--- config.mk ---
export PLATFORM = sky130hd
export DESIGN_NAME = resp_reply_parser
export DESIGN_NICKNAME = d
export VERILOG_FILES = /design/src/rtl/rrp_pkg.sv /design/src/rtl/rrp_step.sv /design/src/rtl/resp_reply_parser.sv
export SDC_FILE = /design/constraint.sdc
export NUM_CORES = 1
export LEC_CHECK = 0
export BUFFER_PORTS_ARGS = -buffer_cell sky130_fd_sc_hd__buf_2
export CAP_MARGIN = 10
export CORE_ASPECT_RATIO = 0.6
export CORE_MARGIN = 1
export CORE_UTILIZATION = 35
export DETAILED_ROUTE_END_ITERATION = 8
export HOLD_SLACK_MARGIN = 0.02
export PLACE_DENSITY = 0.57
export SLEW_MARGIN = 20
export SYNTH_ARGS = -nofsm -noshare
export SYNTH_HDL_FRONTEND = slang
export SYNTH_SLANG_ARGS = --single-unit
--- constraint.sdc ---
create_clock -name i_clk -period 5.8 [get_ports i_clk]
set_input_delay 0 -clock i_clk [delete_from_list [all_inputs] [get_ports i_clk]]
set_output_delay 0 -clock i_clk [all_outputs]
set_load 0.01 [all_outputs]
--- src/rtl/rrp_pkg.sv ---
// Shared types and constants for the RESP2 reply parser.
// Used by rrp_step and resp_reply_parser; depends on nothing.
package rrp_pkg;

    // Reply grammar characters
    localparam logic [7:0] CH_PLUS   = 8'h2B;
    localparam logic [7:0] CH_MINUS  = 8'h2D;
    localparam logic [7:0] CH_COLON  = 8'h3A;
    localparam logic [7:0] CH_DOLLAR = 8'h24;
    localparam logic [7:0] CH_STAR   = 8'h2A;
    localparam logic [7:0] CH_CR     = 8'h0D;
    localparam logic [7:0] CH_LF     = 8'h0A;
    localparam logic [7:0] CH_ZERO   = 8'h30;
    localparam logic [7:0] CH_NINE   = 8'h39;

    localparam int unsigned NUM_W = 31;   // magnitude width of any number
    localparam logic [NUM_W-1:0] NUM_MAX = {NUM_W{1'b1}};

    // Result kinds
    typedef enum logic [3:0] {
        K_STATUS_BYTE = 4'd0,
        K_ERROR_BYTE  = 4'd1,
        K_BULK_BYTE   = 4'd2,
        K_STATUS_END  = 4'd3,
        K_ERROR_END   = 4'd4,
        K_INTEGER     = 4'd5,
        K_NULL_BULK   = 4'd6,
        K_BULK_END    = 4'd7,
        K_ARRAY_HDR   = 4'd8,
        K_PROTO_ERR   = 4'd9
    } t_kind;

    // Parser position within a reply
    typedef enum logic [2:0] {
        M_START,
        M_STATUS,
        M_ERRLINE,
        M_NUM,
        M_BULK_DATA,
        M_BULK_TRAIL
    } t_mode;

    // What a number being read is for
    typedef enum logic [1:0] {
        P_INT,
        P_BLEN,
        P_ALEN
    } t_purpose;

    // Where we are inside a number
    typedef enum logic [1:0] {
        PH_FIRST,
        PH_SIGNED,
        PH_DIGITS
    } t_phase;

    typedef struct packed {
        t_kind              kind;
        logic [7:0]         data_byte;
        logic [31:0]        value;
        logic [NUM_W-1:0]   element_index;
        logic               last_of_reply;
    } t_result;

endpackage

--- src/rtl/rrp_step.sv ---
// Per-byte parse step: parser state registers and next-state/result logic.
// Depends on rrp_pkg.
module rrp_step (
    input  logic             i_clk,
    input  logic             i_rst_n,
    input  logic             i_fire,
    input  logic [7:0]       i_byte,
    output logic             o_emit,
    output rrp_pkg::t_result o_res
);
    import rrp_pkg::*;

    t_mode            r_mode, n_mode;
    t_purpose         r_purpose, n_purpose;
    t_phase           r_phase, n_phase;
    logic [NUM_W-1:0] r_accum, n_accum;
    logic             r_neg, n_neg;
    logic [NUM_W-1:0] r_bulk_rem, n_bulk_rem;
    logic [NUM_W-1:0] r_elem_left, n_elem_left;
    logic [NUM_W-1:0] r_elem_cnt, n_elem_cnt;
    logic             r_in_array, n_in_array;
    logic             r_cr, n_cr;
    logic             r_failed, n_failed;

    logic             is_digit;
    logic [3:0]       digit;
    logic [NUM_W+3:0] acc_x10;
    logic             overflow;
    logic             fin_elem;
    t_kind            fin_kind;
    logic             elem_last;

    // Decimal accumulate: acc*10 + d, overflow past 31 bits is an error
    assign is_digit = (i_byte >= CH_ZERO) && (i_byte <= CH_NINE);
    assign digit    = 4'(i_byte - CH_ZERO);
    assign acc_x10  = ({3'b000, r_accum, 1'b0} + {1'b0, r_accum, 3'b000})
                      + {{NUM_W{1'b0}}, digit};
    assign overflow = (acc_x10 > {4'b0000, NUM_MAX});
    assign elem_last = (r_elem_left == {{(NUM_W-1){1'b0}}, 1'b1});

    // Next state and result
    always_comb begin
        n_mode      = r_mode;
        n_purpose   = r_purpose;
        n_phase     = r_phase;
        n_accum     = r_accum;
        n_neg       = r_neg;
        n_bulk_rem  = r_bulk_rem;
        n_elem_left = r_elem_left;
        n_elem_cnt  = r_elem_cnt;
        n_in_array  = r_in_array;
        n_cr        = r_cr;
        n_failed    = r_failed;
        o_emit      = 1'b0;
        fin_elem    = 1'b0;
        fin_kind    = K_BULK_END;
        o_res.kind          = K_PROTO_ERR;
        o_res.data_byte     = 8'h00;
        o_res.value         = 32'h0;
        o_res.element_index = r_in_array ? r_elem_cnt : '0;
        o_res.last_of_reply = 1'b1;

        if (!r_failed) begin
            unique case (r_mode)
                M_START: begin
                    n_cr    = 1'b0;
                    n_accum = '0;
                    n_neg   = 1'b0;
                    n_phase = PH_FIRST;
                    if (i_byte == CH_DOLLAR) begin
                        n_mode    = M_NUM;
                        n_purpose = P_BLEN;
                    end else if (r_in_array) begin
                        n_failed = 1'b1;
                        o_emit   = 1'b1;
                    end else if (i_byte == CH_STAR) begin
                        n_mode    = M_NUM;
                        n_purpose = P_ALEN;
                    end else if (i_byte == CH_COLON) begin
                        n_mode    = M_NUM;
                        n_purpose = P_INT;
                    end else if (i_byte == CH_PLUS) begin
                        n_mode = M_STATUS;
                    end else if (i_byte == CH_MINUS) begin
                        n_mode = M_ERRLINE;
                    end else begin
                        n_failed = 1'b1;
                        o_emit   = 1'b1;
                    end
                end
                M_STATUS, M_ERRLINE: begin
                    o_emit = 1'b1;
                    if (r_cr) begin
                        if (i_byte != CH_LF) begin
                            n_failed = 1'b1;
                        end else begin
                            n_cr       = 1'b0;
                            n_mode     = M_START;
                            o_res.kind = (r_mode == M_STATUS) ? K_STATUS_END : K_ERROR_END;
                        end
                    end else if (i_byte == CH_CR) begin
                        n_cr   = 1'b1;
                        o_emit = 1'b0;
                    end else if (i_byte == CH_LF) begin
                        n_failed = 1'b1;
                    end else begin
                        o_res.kind = (r_mode == M_STATUS) ? K_STATUS_BYTE : K_ERROR_BYTE;
                        o_res.data_byte     = i_byte;
                        o_res.last_of_reply = 1'b0;
                    end
                end
                M_NUM: begin
                    if (r_cr) begin
                        if (i_byte != CH_LF) begin
                            n_failed = 1'b1;
                            o_emit   = 1'b1;
                        end else begin
                            // line complete: act on the number
                            n_cr   = 1'b0;
                            n_mode = M_START;
                            if (r_purpose == P_INT) begin
                                o_emit      = 1'b1;
                                o_res.kind  = K_INTEGER;
                                o_res.value = r_neg ? (32'h0 - {1'b0, r_accum})
                                                    : {1'b0, r_accum};
                            end else if (r_neg && r_accum == NUM_W'(1)) begin
                                if (r_purpose == P_BLEN) begin
                                    fin_elem = 1'b1;
                                    fin_kind = K_NULL_BULK;
                                end else begin
                                    o_emit      = 1'b1;
                                    o_res.kind  = K_ARRAY_HDR;
                                    o_res.value = 32'hFFFF_FFFF;
                                end
                            end else if (r_neg && r_accum != '0) begin
                                n_failed = 1'b1;
                                o_emit   = 1'b1;
                            end else if (r_purpose == P_BLEN) begin
                                n_bulk_rem = r_accum;
                                n_mode = (r_accum == '0) ? M_BULK_TRAIL : M_BULK_DATA;
                            end else begin
                                o_emit      = 1'b1;
                                o_res.kind  = K_ARRAY_HDR;
                                o_res.value = {1'b0, r_accum};
                                if (r_accum != '0) begin
                                    o_res.last_of_reply = 1'b0;
                                    n_in_array  = 1'b1;
                                    n_elem_left = r_accum;
                                    n_elem_cnt  = '0;
                                end
                            end
                        end
                    end else if (i_byte == CH_CR) begin
                        if (r_phase != PH_DIGITS) begin
                            n_failed = 1'b1;
                            o_emit   = 1'b1;
                        end else begin
                            n_cr = 1'b1;
                        end
                    end else if (i_byte == CH_MINUS && r_phase == PH_FIRST) begin
                        n_neg   = 1'b1;
                        n_phase = PH_SIGNED;
                    end else if (is_digit && !overflow) begin
                        n_accum = acc_x10[NUM_W-1:0];
                        n_phase = PH_DIGITS;
                    end else begin
                        n_failed = 1'b1;
                        o_emit   = 1'b1;
                    end
                end
                M_BULK_DATA: begin
                    o_emit              = 1'b1;
                    o_res.kind          = K_BULK_BYTE;
                    o_res.data_byte     = i_byte;
                    o_res.last_of_reply = 1'b0;
                    n_bulk_rem          = r_bulk_rem - NUM_W'(1);
                    if (r_bulk_rem == NUM_W'(1)) begin
                        n_mode = M_BULK_TRAIL;
                    end
                end
                M_BULK_TRAIL: begin
                    if (r_cr) begin
                        if (i_byte != CH_LF) begin
                            n_failed = 1'b1;
                            o_emit   = 1'b1;
                        end else begin
                            n_cr     = 1'b0;
                            fin_elem = 1'b1;
                            fin_kind = K_BULK_END;
                        end
                    end else if (i_byte == CH_CR) begin
                        n_cr = 1'b1;
                    end else begin
                        n_failed = 1'b1;
                        o_emit   = 1'b1;
                    end
                end
                default: begin
                    n_failed = 1'b1;
                    o_emit   = 1'b1;
                end
            endcase

            // End of a bulk element; counts down the enclosing array
            if (fin_elem) begin
                n_mode     = M_START;
                o_emit     = 1'b1;
                o_res.kind = fin_kind;
                if (r_in_array) begin
                    n_elem_left         = r_elem_left - NUM_W'(1);
                    o_res.last_of_reply = elem_last;
                    n_elem_cnt          = r_elem_cnt + NUM_W'(1);
                    if (elem_last) begin
                        n_in_array = 1'b0;
                        n_elem_cnt = '0;
                    end
                end
            end
        end
    end

    // State registers advance only when a byte is consumed
    always_ff @(posedge i_clk) begin
        if (!i_rst_n) begin
            r_mode      <= M_START;
            r_purpose   <= P_INT;
            r_phase     <= PH_FIRST;
            r_accum     <= '0;
            r_neg       <= 1'b0;
            r_bulk_rem  <= '0;
            r_elem_left <= '0;
            r_elem_cnt  <= '0;
            r_in_array  <= 1'b0;
            r_cr        <= 1'b0;
            r_failed    <= 1'b0;
        end else if (i_fire) begin
            r_mode      <= n_mode;
            r_purpose   <= n_purpose;
            r_phase     <= n_phase;
            r_accum     <= n_accum;
            r_neg       <= n_neg;
            r_bulk_rem  <= n_bulk_rem;
            r_elem_left <= n_elem_left;
            r_elem_cnt  <= n_elem_cnt;
            r_in_array  <= n_in_array;
            r_cr        <= n_cr;
            r_failed    <= n_failed;
        end
    end

    // Once failed, the parser stays silent
    a_silent_after_fail: assert property (@(posedge i_clk) disable iff (!i_rst_n)
        r_failed |-> !o_emit)
        else $error("result produced after protocol error");

    // A reported protocol error latches the failed flag
    a_err_latches: assert property (@(posedge i_clk) disable iff (!i_rst_n)
        (i_fire && o_emit && o_res.kind == K_PROTO_ERR) |=> r_failed)
        else $error("protocol error did not latch");

    // Inside an array at least one element is still owed
    a_array_count: assert property (@(posedge i_clk) disable iff (!i_rst_n)
        r_in_array |-> (r_elem_left != '0))
        else $error("array open with no elements left");

    // Element index is cleared outside arrays
    a_index_clear: assert property (@(posedge i_clk) disable iff (!i_rst_n)
        !r_in_array |-> (r_elem_cnt == '0))
        else $error("element counter not cleared outside array");

endmodule

--- src/rtl/resp_reply_parser.sv ---
// Top level of the RESP2 reply parser: input register, parse step, result register.
// Depends on rrp_pkg and rrp_step.
//
// Usage:
//   Input channel (i_valid / o_ready / i_byte_in) carries one reply byte per
//   request. Output channel (o_valid / i_ready) carries one parse result per
//   request: o_kind, o_data_byte, o_value, o_element_index, o_last_of_reply.
//   A byte yields zero or one result; line CRs, type bytes and length digits
//   yield none.
// Path: an accepted byte waits in the input register and is parsed out of it at
//   the edge that loads its result into the result register.
// Throughput: one byte per cycle while results are taken, set by the combinational
//   parse step between the input and result registers; bytes that give no result never wait.
// Stall: while a result waits on i_ready, one more byte is held in the input
//   register and o_ready drops only when that byte needs the result slot.
// Reset: i_rst_n (synchronous, active low) empties both registers and returns
//   the parser to the start of a reply. After a protocol error the parser
//   reports it once and then drops all bytes until reset.
module resp_reply_parser (
    input  logic                       i_clk,
    input  logic                       i_rst_n,
    input  logic                       i_valid,
    output logic                       o_ready,
    input  logic [7:0]                 i_byte_in,
    output logic                       o_valid,
    input  logic                       i_ready,
    output logic [3:0]                 o_kind,
    output logic [7:0]                 o_data_byte,
    output logic signed [31:0]         o_value,
    output logic [rrp_pkg::NUM_W-1:0]  o_element_index,
    output logic                       o_last_of_reply
);
    import rrp_pkg::*;

    logic       r_in_valid;
    logic [7:0] r_in_byte;
    logic       r_out_valid;
    t_result    r_out;
    logic       step_emit;
    t_result    step_res;
    logic       advance;

    rrp_step u_step (
        .i_clk   (i_clk),
        .i_rst_n (i_rst_n),
        .i_fire  (advance),
        .i_byte  (r_in_byte),
        .o_emit  (step_emit),
        .o_res   (step_res)
    );

    // Byte leaves the input register when its result has a place to go or it gives no result
    assign advance = r_in_valid && (!r_out_valid || i_ready || !step_emit);
    assign o_ready = !r_in_valid || advance;

    // Input register
    always_ff @(posedge i_clk) begin
        if (!i_rst_n) begin
            r_in_valid <= 1'b0;
        end else if (o_ready) begin
            r_in_valid <= i_valid;
        end
    end

    always_ff @(posedge i_clk) begin
        if (o_ready && i_valid) begin
            r_in_byte <= i_byte_in;
        end
    end

    // Result register
    always_ff @(posedge i_clk) begin
        if (!i_rst_n) begin
            r_out_valid <= 1'b0;
        end else if (advance && step_emit) begin
            r_out_valid <= 1'b1;
        end else if (i_ready) begin
            r_out_valid <= 1'b0;
        end
    end

    always_ff @(posedge i_clk) begin
        if (advance && step_emit) begin
            r_out <= step_res;
        end
    end

    assign o_valid         = r_out_valid;
    assign o_kind          = r_out.kind;
    assign o_data_byte     = r_out.data_byte;
    assign o_value         = r_out.value;
    assign o_element_index = r_out.element_index;
    assign o_last_of_reply = r_out.last_of_reply;

endmodule
==> metrics.cfg, run 1 <==
[outcome]
status=finished clean

[logic_synthesis]
synth_compound_area_frac=0.268
syn_avg_cell_area_um2=8.21
ys.flop_type=dfxtp_1
muxShareOfSynthArea=0.00642
synth_top_family_by_area=compound AO/OA/AOI/OAI gates
synth_adder_area_share=0.0626
synth_area_um2=14200
syn_nets=1815
synth_xor_area_frac=0.0191
yosysSeqAreaShare=0.370
synth-seq-cells=221
synth_warnings=0
syn_inst=1733
synth-simple-area-share=0.233
synthArstFlopShare=0
synth_edf_count=84
ys_types=91

[pwr]
seqPwrFrac=0.477
ir_drop_mv=0.163
power_frac_clock=0.480
netSwitchingFraction=0.244
power.switching_mw=0.838
power.leakage_nw=6.18
p_comb_frac=0.044
cellPowerDensity_nw_per_um2=212
intPower_mw=2.60

[setup_path]
crit_path_start=r_in_byte[3]
r2r_cells=12
required_ps=5990
end_kind=register
reg2reg_from=r_in_byte[3]
cp_max_fo=8
cp-start-kind=register
r2r_slack_ps=490
crit_arrival_ps=5500
path_class=register to register

[floorplan]
fp.dieH_um=158
core_um2=39500
initial_core_util=0.360
dieArea_um2=41500
die_x_um=262
ios=90
row_count=56

[sta]
rsz0062_at_grt=false
relSlewSlack=0.301
skew_ps=26.7
max_freq_mhz=188
setup_viol=0
worst_pin_slew_ps=1050
totalNegativeSetupSlack_ps=0
report.final.slew_viol_count=0
final-hold-violation-count=0
min_period_over_period=0.916
finalCriticalPeriod_ps=5310

[finish]
multi_input_area_um2=8380
fin_util=0.411
fin_nets=1888
drive_gt1_frac=0.124
fill_cells=3953
area_delta_synth_final_pct=14.2
register_area_um2=5270

[grt]
grt_overflow=0
antenna_found_initial=1
grt_pass1_vias=12700
grt_util_all_layers=0.237
grt_first_pass_wirelength_mm=76.8
grt_max_degree=78

[clock_network]
cts_resized=0
clock_sinks=221
clk_pin_slew_ps=60
htreeDepth=1
clk_latency_ps=570
cts_tree=done
clock-root-buffer=clkbuf_16
cts_buffer_depth=3
cts-buffers-inserted=25
postCtsSetupBuffers=0

[place]
portBuffers=89
dp_hpwl_mm=36.0
globalplace.congestion=0.959

[worst_hold_path]
holdCritStartpoint=i_byte_in[7]
hold_path_class=primary input to register
hold_depth=2

[detailed_routing]
wl_per_cell_um=21.4
drt_first_pass_iters=6
routed_via_density=6.05
routed_wl_mm=50.3
drt-initial-drc-count=1700
ant_nets=0
vias=14200
drc=0

[job]
cap_violations=0

-- timing repair --
item                                    in CTS  in global routing
hold buffers                                11                  0
hold endpoints to repair                    18                  0
endpoints found under the setup margin       0                  0
-- final timing paths --
kind,endpoint
setup / recovery,r_in_byte[1]
hold / removal,r_in_byte[7]
setup reg to reg,r_in_byte[1]
hold reg to reg,u_step.r_bulk_rem[15]
-- metal layers --
layer / track usage / up-vias / routed length, µm
li1: - / 6656 / -
met2: 0.314 / 684 / 19200
met1: 0.357 / 6781 / 24000
met5: 0.00823 / - / 49
met4: 0.0689 / 2 / 1420
met3: 0.0716 / 82 / 5630
-- through the flow --
| step | std cells | hold slack, ps | power (mW) | worst slack [ps] | cell area, µm² |
|---|---|---|---|---|---|
| 2_1_floorplan | 1733 | 98.9 | 1.76 | 788 | 14200 |
| 3_5_place_dp | 2290 | 184 | 1.82 | 670 | 15300 |
| 5_1_grt | 2347 | 144 | 3.54 | 270 | 16200 |
| 3_3_place_gp | 2290 | 185 | 1.82 | 819 | 15300 |
| 4_1_cts | 2347 | 135 | 3.46 | 663 | 16200 |
| 6_report | 2348 | 152 | 3.44 | 489 | 16200 |
-- cells in the final DEF, fill, tap and decap left out, types with 24 or more instances in the layout --
cell / n
and2_1: 42
nand2_1: 186
nand2b_1: 24
dfxtp_1: 137
o21ai_0: 118
a31oi_1: 41
nor2_1: 150
o211ai_1: 47
clkbuf_16: 25
a21oi_1: 196
edfxtp_1: 84
inv_1: 36
ha_1: 68
a211oi_1: 25
nor3_1: 43
buf_4: 46
nand3_1: 80
buf_2: 89
o31ai_1: 31
-- layout make-up --
| cell class | instances | area share |
|---|---|---|
| timing repair buffer | 150 | 0.0604 |
| multi-input combinational | 1371 | 0.516 |
| clock buffer | 27 | 0.0390 |
| antenna | 1 | 0.000154 |
| clock inverter | 19 | 0.0121 |
| sequential | 221 | 0.324 |
| inverter | 37 | 0.00855 |
| tap | 522 | 0.0402 |
-- worst max-delay path: stages (launching register included) --
cell      delay, ps
edfxtp_1        480
inv_1           330
fa_1            510
fa_1            450
nand2b_1        210
a211oi_1        480
o41ai_2         200
nor4_1          300
nor3_1          140
mux2i_1         190
o31ai_2         550
o21bai_1        290
a31oi_1         800
-- Yosys cell counts, types with 5 or more instances --
cell,n,area share
a21o_1,11,0.0058
mux2i_1,8,0.0056
nand2_1,186,0.049
o2bb2ai_1,6,0.0037
o21bai_1,8,0.0042
o31ai_1,31,0.016
a211oi_1,25,0.013
or4_1,11,0.0058
o22ai_1,8,0.0035
inv_1,36,0.0095
nor4_1,17,0.0075
ha_1,68,0.060
xnor2_1,16,0.0099
and3_1,21,0.0092
a21boi_0,5,0.0026
nor3_1,43,0.015
buf_2,19,0.0067
nor2b_1,9,0.0040
clkbuf_1,75,0.020
a31oi_1,41,0.018
nor2_1,151,0.040
a311oi_1,6,0.0037
o311ai_1,5,0.0031
o32ai_1,8,0.0049
o311ai_0,6,0.0037
a21oi_1,196,0.069
o21ai_0,118,0.042
edfxtp_1,84,0.18
and2_1,43,0.019
dfxtp_1,137,0.19
or3_1,21,0.0092
xor2_1,15,0.0092
o31a_1,5,0.0031
or2_2,13,0.0057
a22oi_1,9,0.0047
o21a_1,7,0.0037
o41ai_1,6,0.0037
nand2b_1,24,0.011
o211a_1,5,0.0035
nand4_1,12,0.0053
nand3_1,80,0.028
o211ai_1,47,0.025
-- power by group through the flow --
| stage | Sequential, mW | Combinational (mW) | Clock [mW] |
|---|---|---|---|
| floorplan | 1.68 | 0.0801 | 0 |
| detailed placement | 1.67 | 0.142 | 0 |
| global placement | 1.67 | 0.141 | 0 |
| CTS | 1.64 | 0.148 | 1.68 |
| global route | 1.64 | 0.160 | 1.74 |
| finish | 1.64 | 0.150 | 1.65 |
-- state kept, by name, summed over array words and instances, names as in the netlist --
| register | count |
|---|---|
| u_step.r_phase | 2 |
| o_element_index | 31 |
| o_last_of_reply | 1 |
| u_step.r_in_array | 1 |
| r_in_byte | 8 |
| u_step.r_bulk_rem | 31 |
| o_data_byte | 8 |
| u_step.r_neg | 1 |
| u_step.r_purpose | 2 |
| u_step.r_mode | 3 |
| u_step.r_accum | 31 |
| u_step.r_elem_cnt | 31 |
| u_step.r_elem_left | 31 |
| o_valid | 1 |
| o_value | 32 |
| r_in_valid | 1 |
| u_step.r_cr | 1 |
| u_step.r_failed | 1 |
| o_kind | 4 |
-- cell families after synthesis --
kind of cell             Yosys count
adder cells (fa/ha/maj)           70
buffers and inverters            141
AO/OA/AOI/OAI                    594
AND/OR/NAND/NOR                  667
XOR/XNOR                          31
flip-flops                       221
multiplexers                       9
Note: power is estimated with default switching activity, not from simulation.
==> run 2: changes to the inputs <==
--- a/config.mk
+++ b/config.mk
@@ -6,13 +6,12 @@
 export NUM_CORES = 1
 export LEC_CHECK = 0
 export BUFFER_PORTS_ARGS = -buffer_cell sky130_fd_sc_hd__buf_2
-export CAP_MARGIN = 10
 export CORE_ASPECT_RATIO = 0.6
 export CORE_MARGIN = 1
 export CORE_UTILIZATION = 35
 export DETAILED_ROUTE_END_ITERATION = 8
 export HOLD_SLACK_MARGIN = 0.02
-export PLACE_DENSITY = 0.57
+export PLACE_DENSITY = 0.55
 export SLEW_MARGIN = 20
 export SYNTH_ARGS = -nofsm -noshare
 export SYNTH_HDL_FRONTEND = slang
==> constraint.sdc (replaced) <==
create_clock -name i_clk -period 6.75 [get_ports i_clk]
set_input_delay 0 -clock i_clk [delete_from_list [all_inputs] [get_ports i_clk]]
set_output_delay 0 -clock i_clk [all_outputs]
set_load 0.01 [all_outputs]
==> metrics.cfg, run 2 (same netlist as run 1, synthesis figures left out) <==
[clock_network]
cts_resized=0
postCtsSetupBuffers=0
postCtsHoldBufs=11
htreeDepth=1
cts_buffer_depth=3
clk_latency_ps=580
clock_sinks=221
cts_tree=done
clk_pin_slew_ps=80
cts-buffers-inserted=26
clock-root-buffer=clkbuf_16

[finish]
fin_nets=1870
final_cell_count_no_fill=2330
final_common_cell=a21oi_1
largest_reg_flops=32
drive_gt1_frac=0.116
final_cell_mix=a21oi_1 (196), nand2_1 (186), nor2_1 (150)
diodes=0
area_delta_synth_final_pct=13.7

[place]
portBuffers=89
dp_hpwl_mm=36.0
globalplace.congestion=0.947
dp_slack_ps=1210
numPlacedInstances=2271

[detailed_routing]
drt_first_pass_iters=5
ant_nets=0
wl_per_cell_um=22.1
routed_wl_mm=51.5
drc=0
drt-initial-drc-count=1410
routed_via_density=6.05
vias=14100

[setup_path]
worst-path-buf-inv=1
cp_max_fo=8
crit_arrival_ps=5910
slowest_stage=o31ai_2
cp-start-kind=register
r2r_slack_ps=1030
path_class=register to register
end_kind=register
path_cells=inv_1, fa_1, fa_1, nand2b_1, a211oi_1, o41ai_2, nor4_1, nor3_1, mux2i_1, o31ai_2, o21bai_1, a31oi_1
max_stage_delay_ps=860
crit_family=compound AO/OA/AOI/OAI gates
required_ps=6950
path_common_cell=fa_1

[floorplan]
fp.dieH_um=158
core_um2=39500
initial_core_util=0.360
dieArea_um2=41500
die_x_um=262
row_count=56
ios=90

[sta]
setup_viol=0
finalCriticalPeriod_ps=5720
rsz0062_at_grt=false
finalWorstSetupSlack_ps=1030
skew_ps=35.4
report.final.slew_viol_count=0
totalNegativeSetupSlack_ps=0
worst_pin_slew_ps=1060
final-hold-violation-count=0
min_period_over_period=0.847
relSlewSlack=0.296
max_freq_mhz=175

[grt]
grt_pass1_vias=13000
grt_util_all_layers=0.245
antenna_found_initial=0
grt_max_degree=77
grt_overflow=0
grt_first_pass_wirelength_mm=79.6

[outcome]
status=finished clean

[pwr]
power.leakage_nw=6.13
ir_drop_mv=0.154
cellPowerDensity_nw_per_um2=194

[worst_hold_path]
hold_path_class=primary input to register

[job]
cap_violations=0

-- run 2: changes by cell type in the layout (fill, tap and decap cells not counted), moves of 2 or more --
| cell | before | now |
|---|---|---|
| buf_12 | 4 | 0 |
| buf_4 | 46 | 31 |
| bufinv_16 | 3 | 6 |
| clkbuf_8 | 0 | 3 |
| clkinv_2 | 6 | 3 |
| clkinvlp_4 | 2 | 0 |
-- run 2: final timing paths --
| check | from | end | cells after the start |
|---|---|---|---|
| worst max-delay path | r_in_byte[3] | r_in_byte[7] | 12 |
| worst max register to register | r_in_byte[3] | r_in_byte[7] | 12 |
| worst min register to register | u_step.r_elem_left[28] | u_step.r_elem_left[28] | 2 |
| worst min-delay path | i_rst_n | u_step.r_failed | 3 |
-- run 2: tightest hold or removal path: stages --
cell     delay (ps)
buf_2           100
inv_2           280
a21oi_1         220
-- run 2: final cells by class --
| class | count | area [µm²] |
|---|---|---|
| Fill cell | 4028 | 23300 |
| Multi-Input combinational cell | 1371 | 8380 |
| Sequential cell | 221 | 5270 |
| Timing Repair Buffer | 131 | 788 |
| Clock buffer | 31 | 699 |
| Tap cell | 522 | 653 |
| Clock inverter | 17 | 250 |
| Inverter | 37 | 139 |
-- run 2: through the flow --
stage / utilization / power [mW] / area [µm²] / hold slack (ps)
2_1_floorplan: - / 1.51 / 14200 / 98.9
3_3_place_gp: 0.382 / 1.55 / 15100 / 197
3_5_place_dp: 0.382 / 1.55 / 15100 / 183
4_1_cts: 0.409 / 3.16 / 16200 / 49.3
5_1_grt: 0.409 / 3.22 / 16200 / 85.6
6_report: 0.409 / 3.13 / 16200 / 70.8
-- run 2: metal layers --
| layer | global-route usage | vias up | wire [µm] |
|---|---|---|---|
| met5 | 0 | - | 0 |
| met4 | 0.0655 | 0 | 1340 |
| met3 | 0.0568 | 94 | 5140 |
| met2 | 0.329 | 636 | 19600 |
| met1 | 0.380 | 6768 | 25400 |
| li1 | - | 6605 | - |
-- run 2: power by group --
| group | total, mW | switching [mW] | internal [mW] |
|---|---|---|---|
| clock network | 1.60 | 0.633 | 0.970 |
| registers | 1.41 | 0.0132 | 1.40 |
| logic | 0.119 | 0.0890 | 0.0299 |
| total | 3.13 | 0.736 | 2.40 |
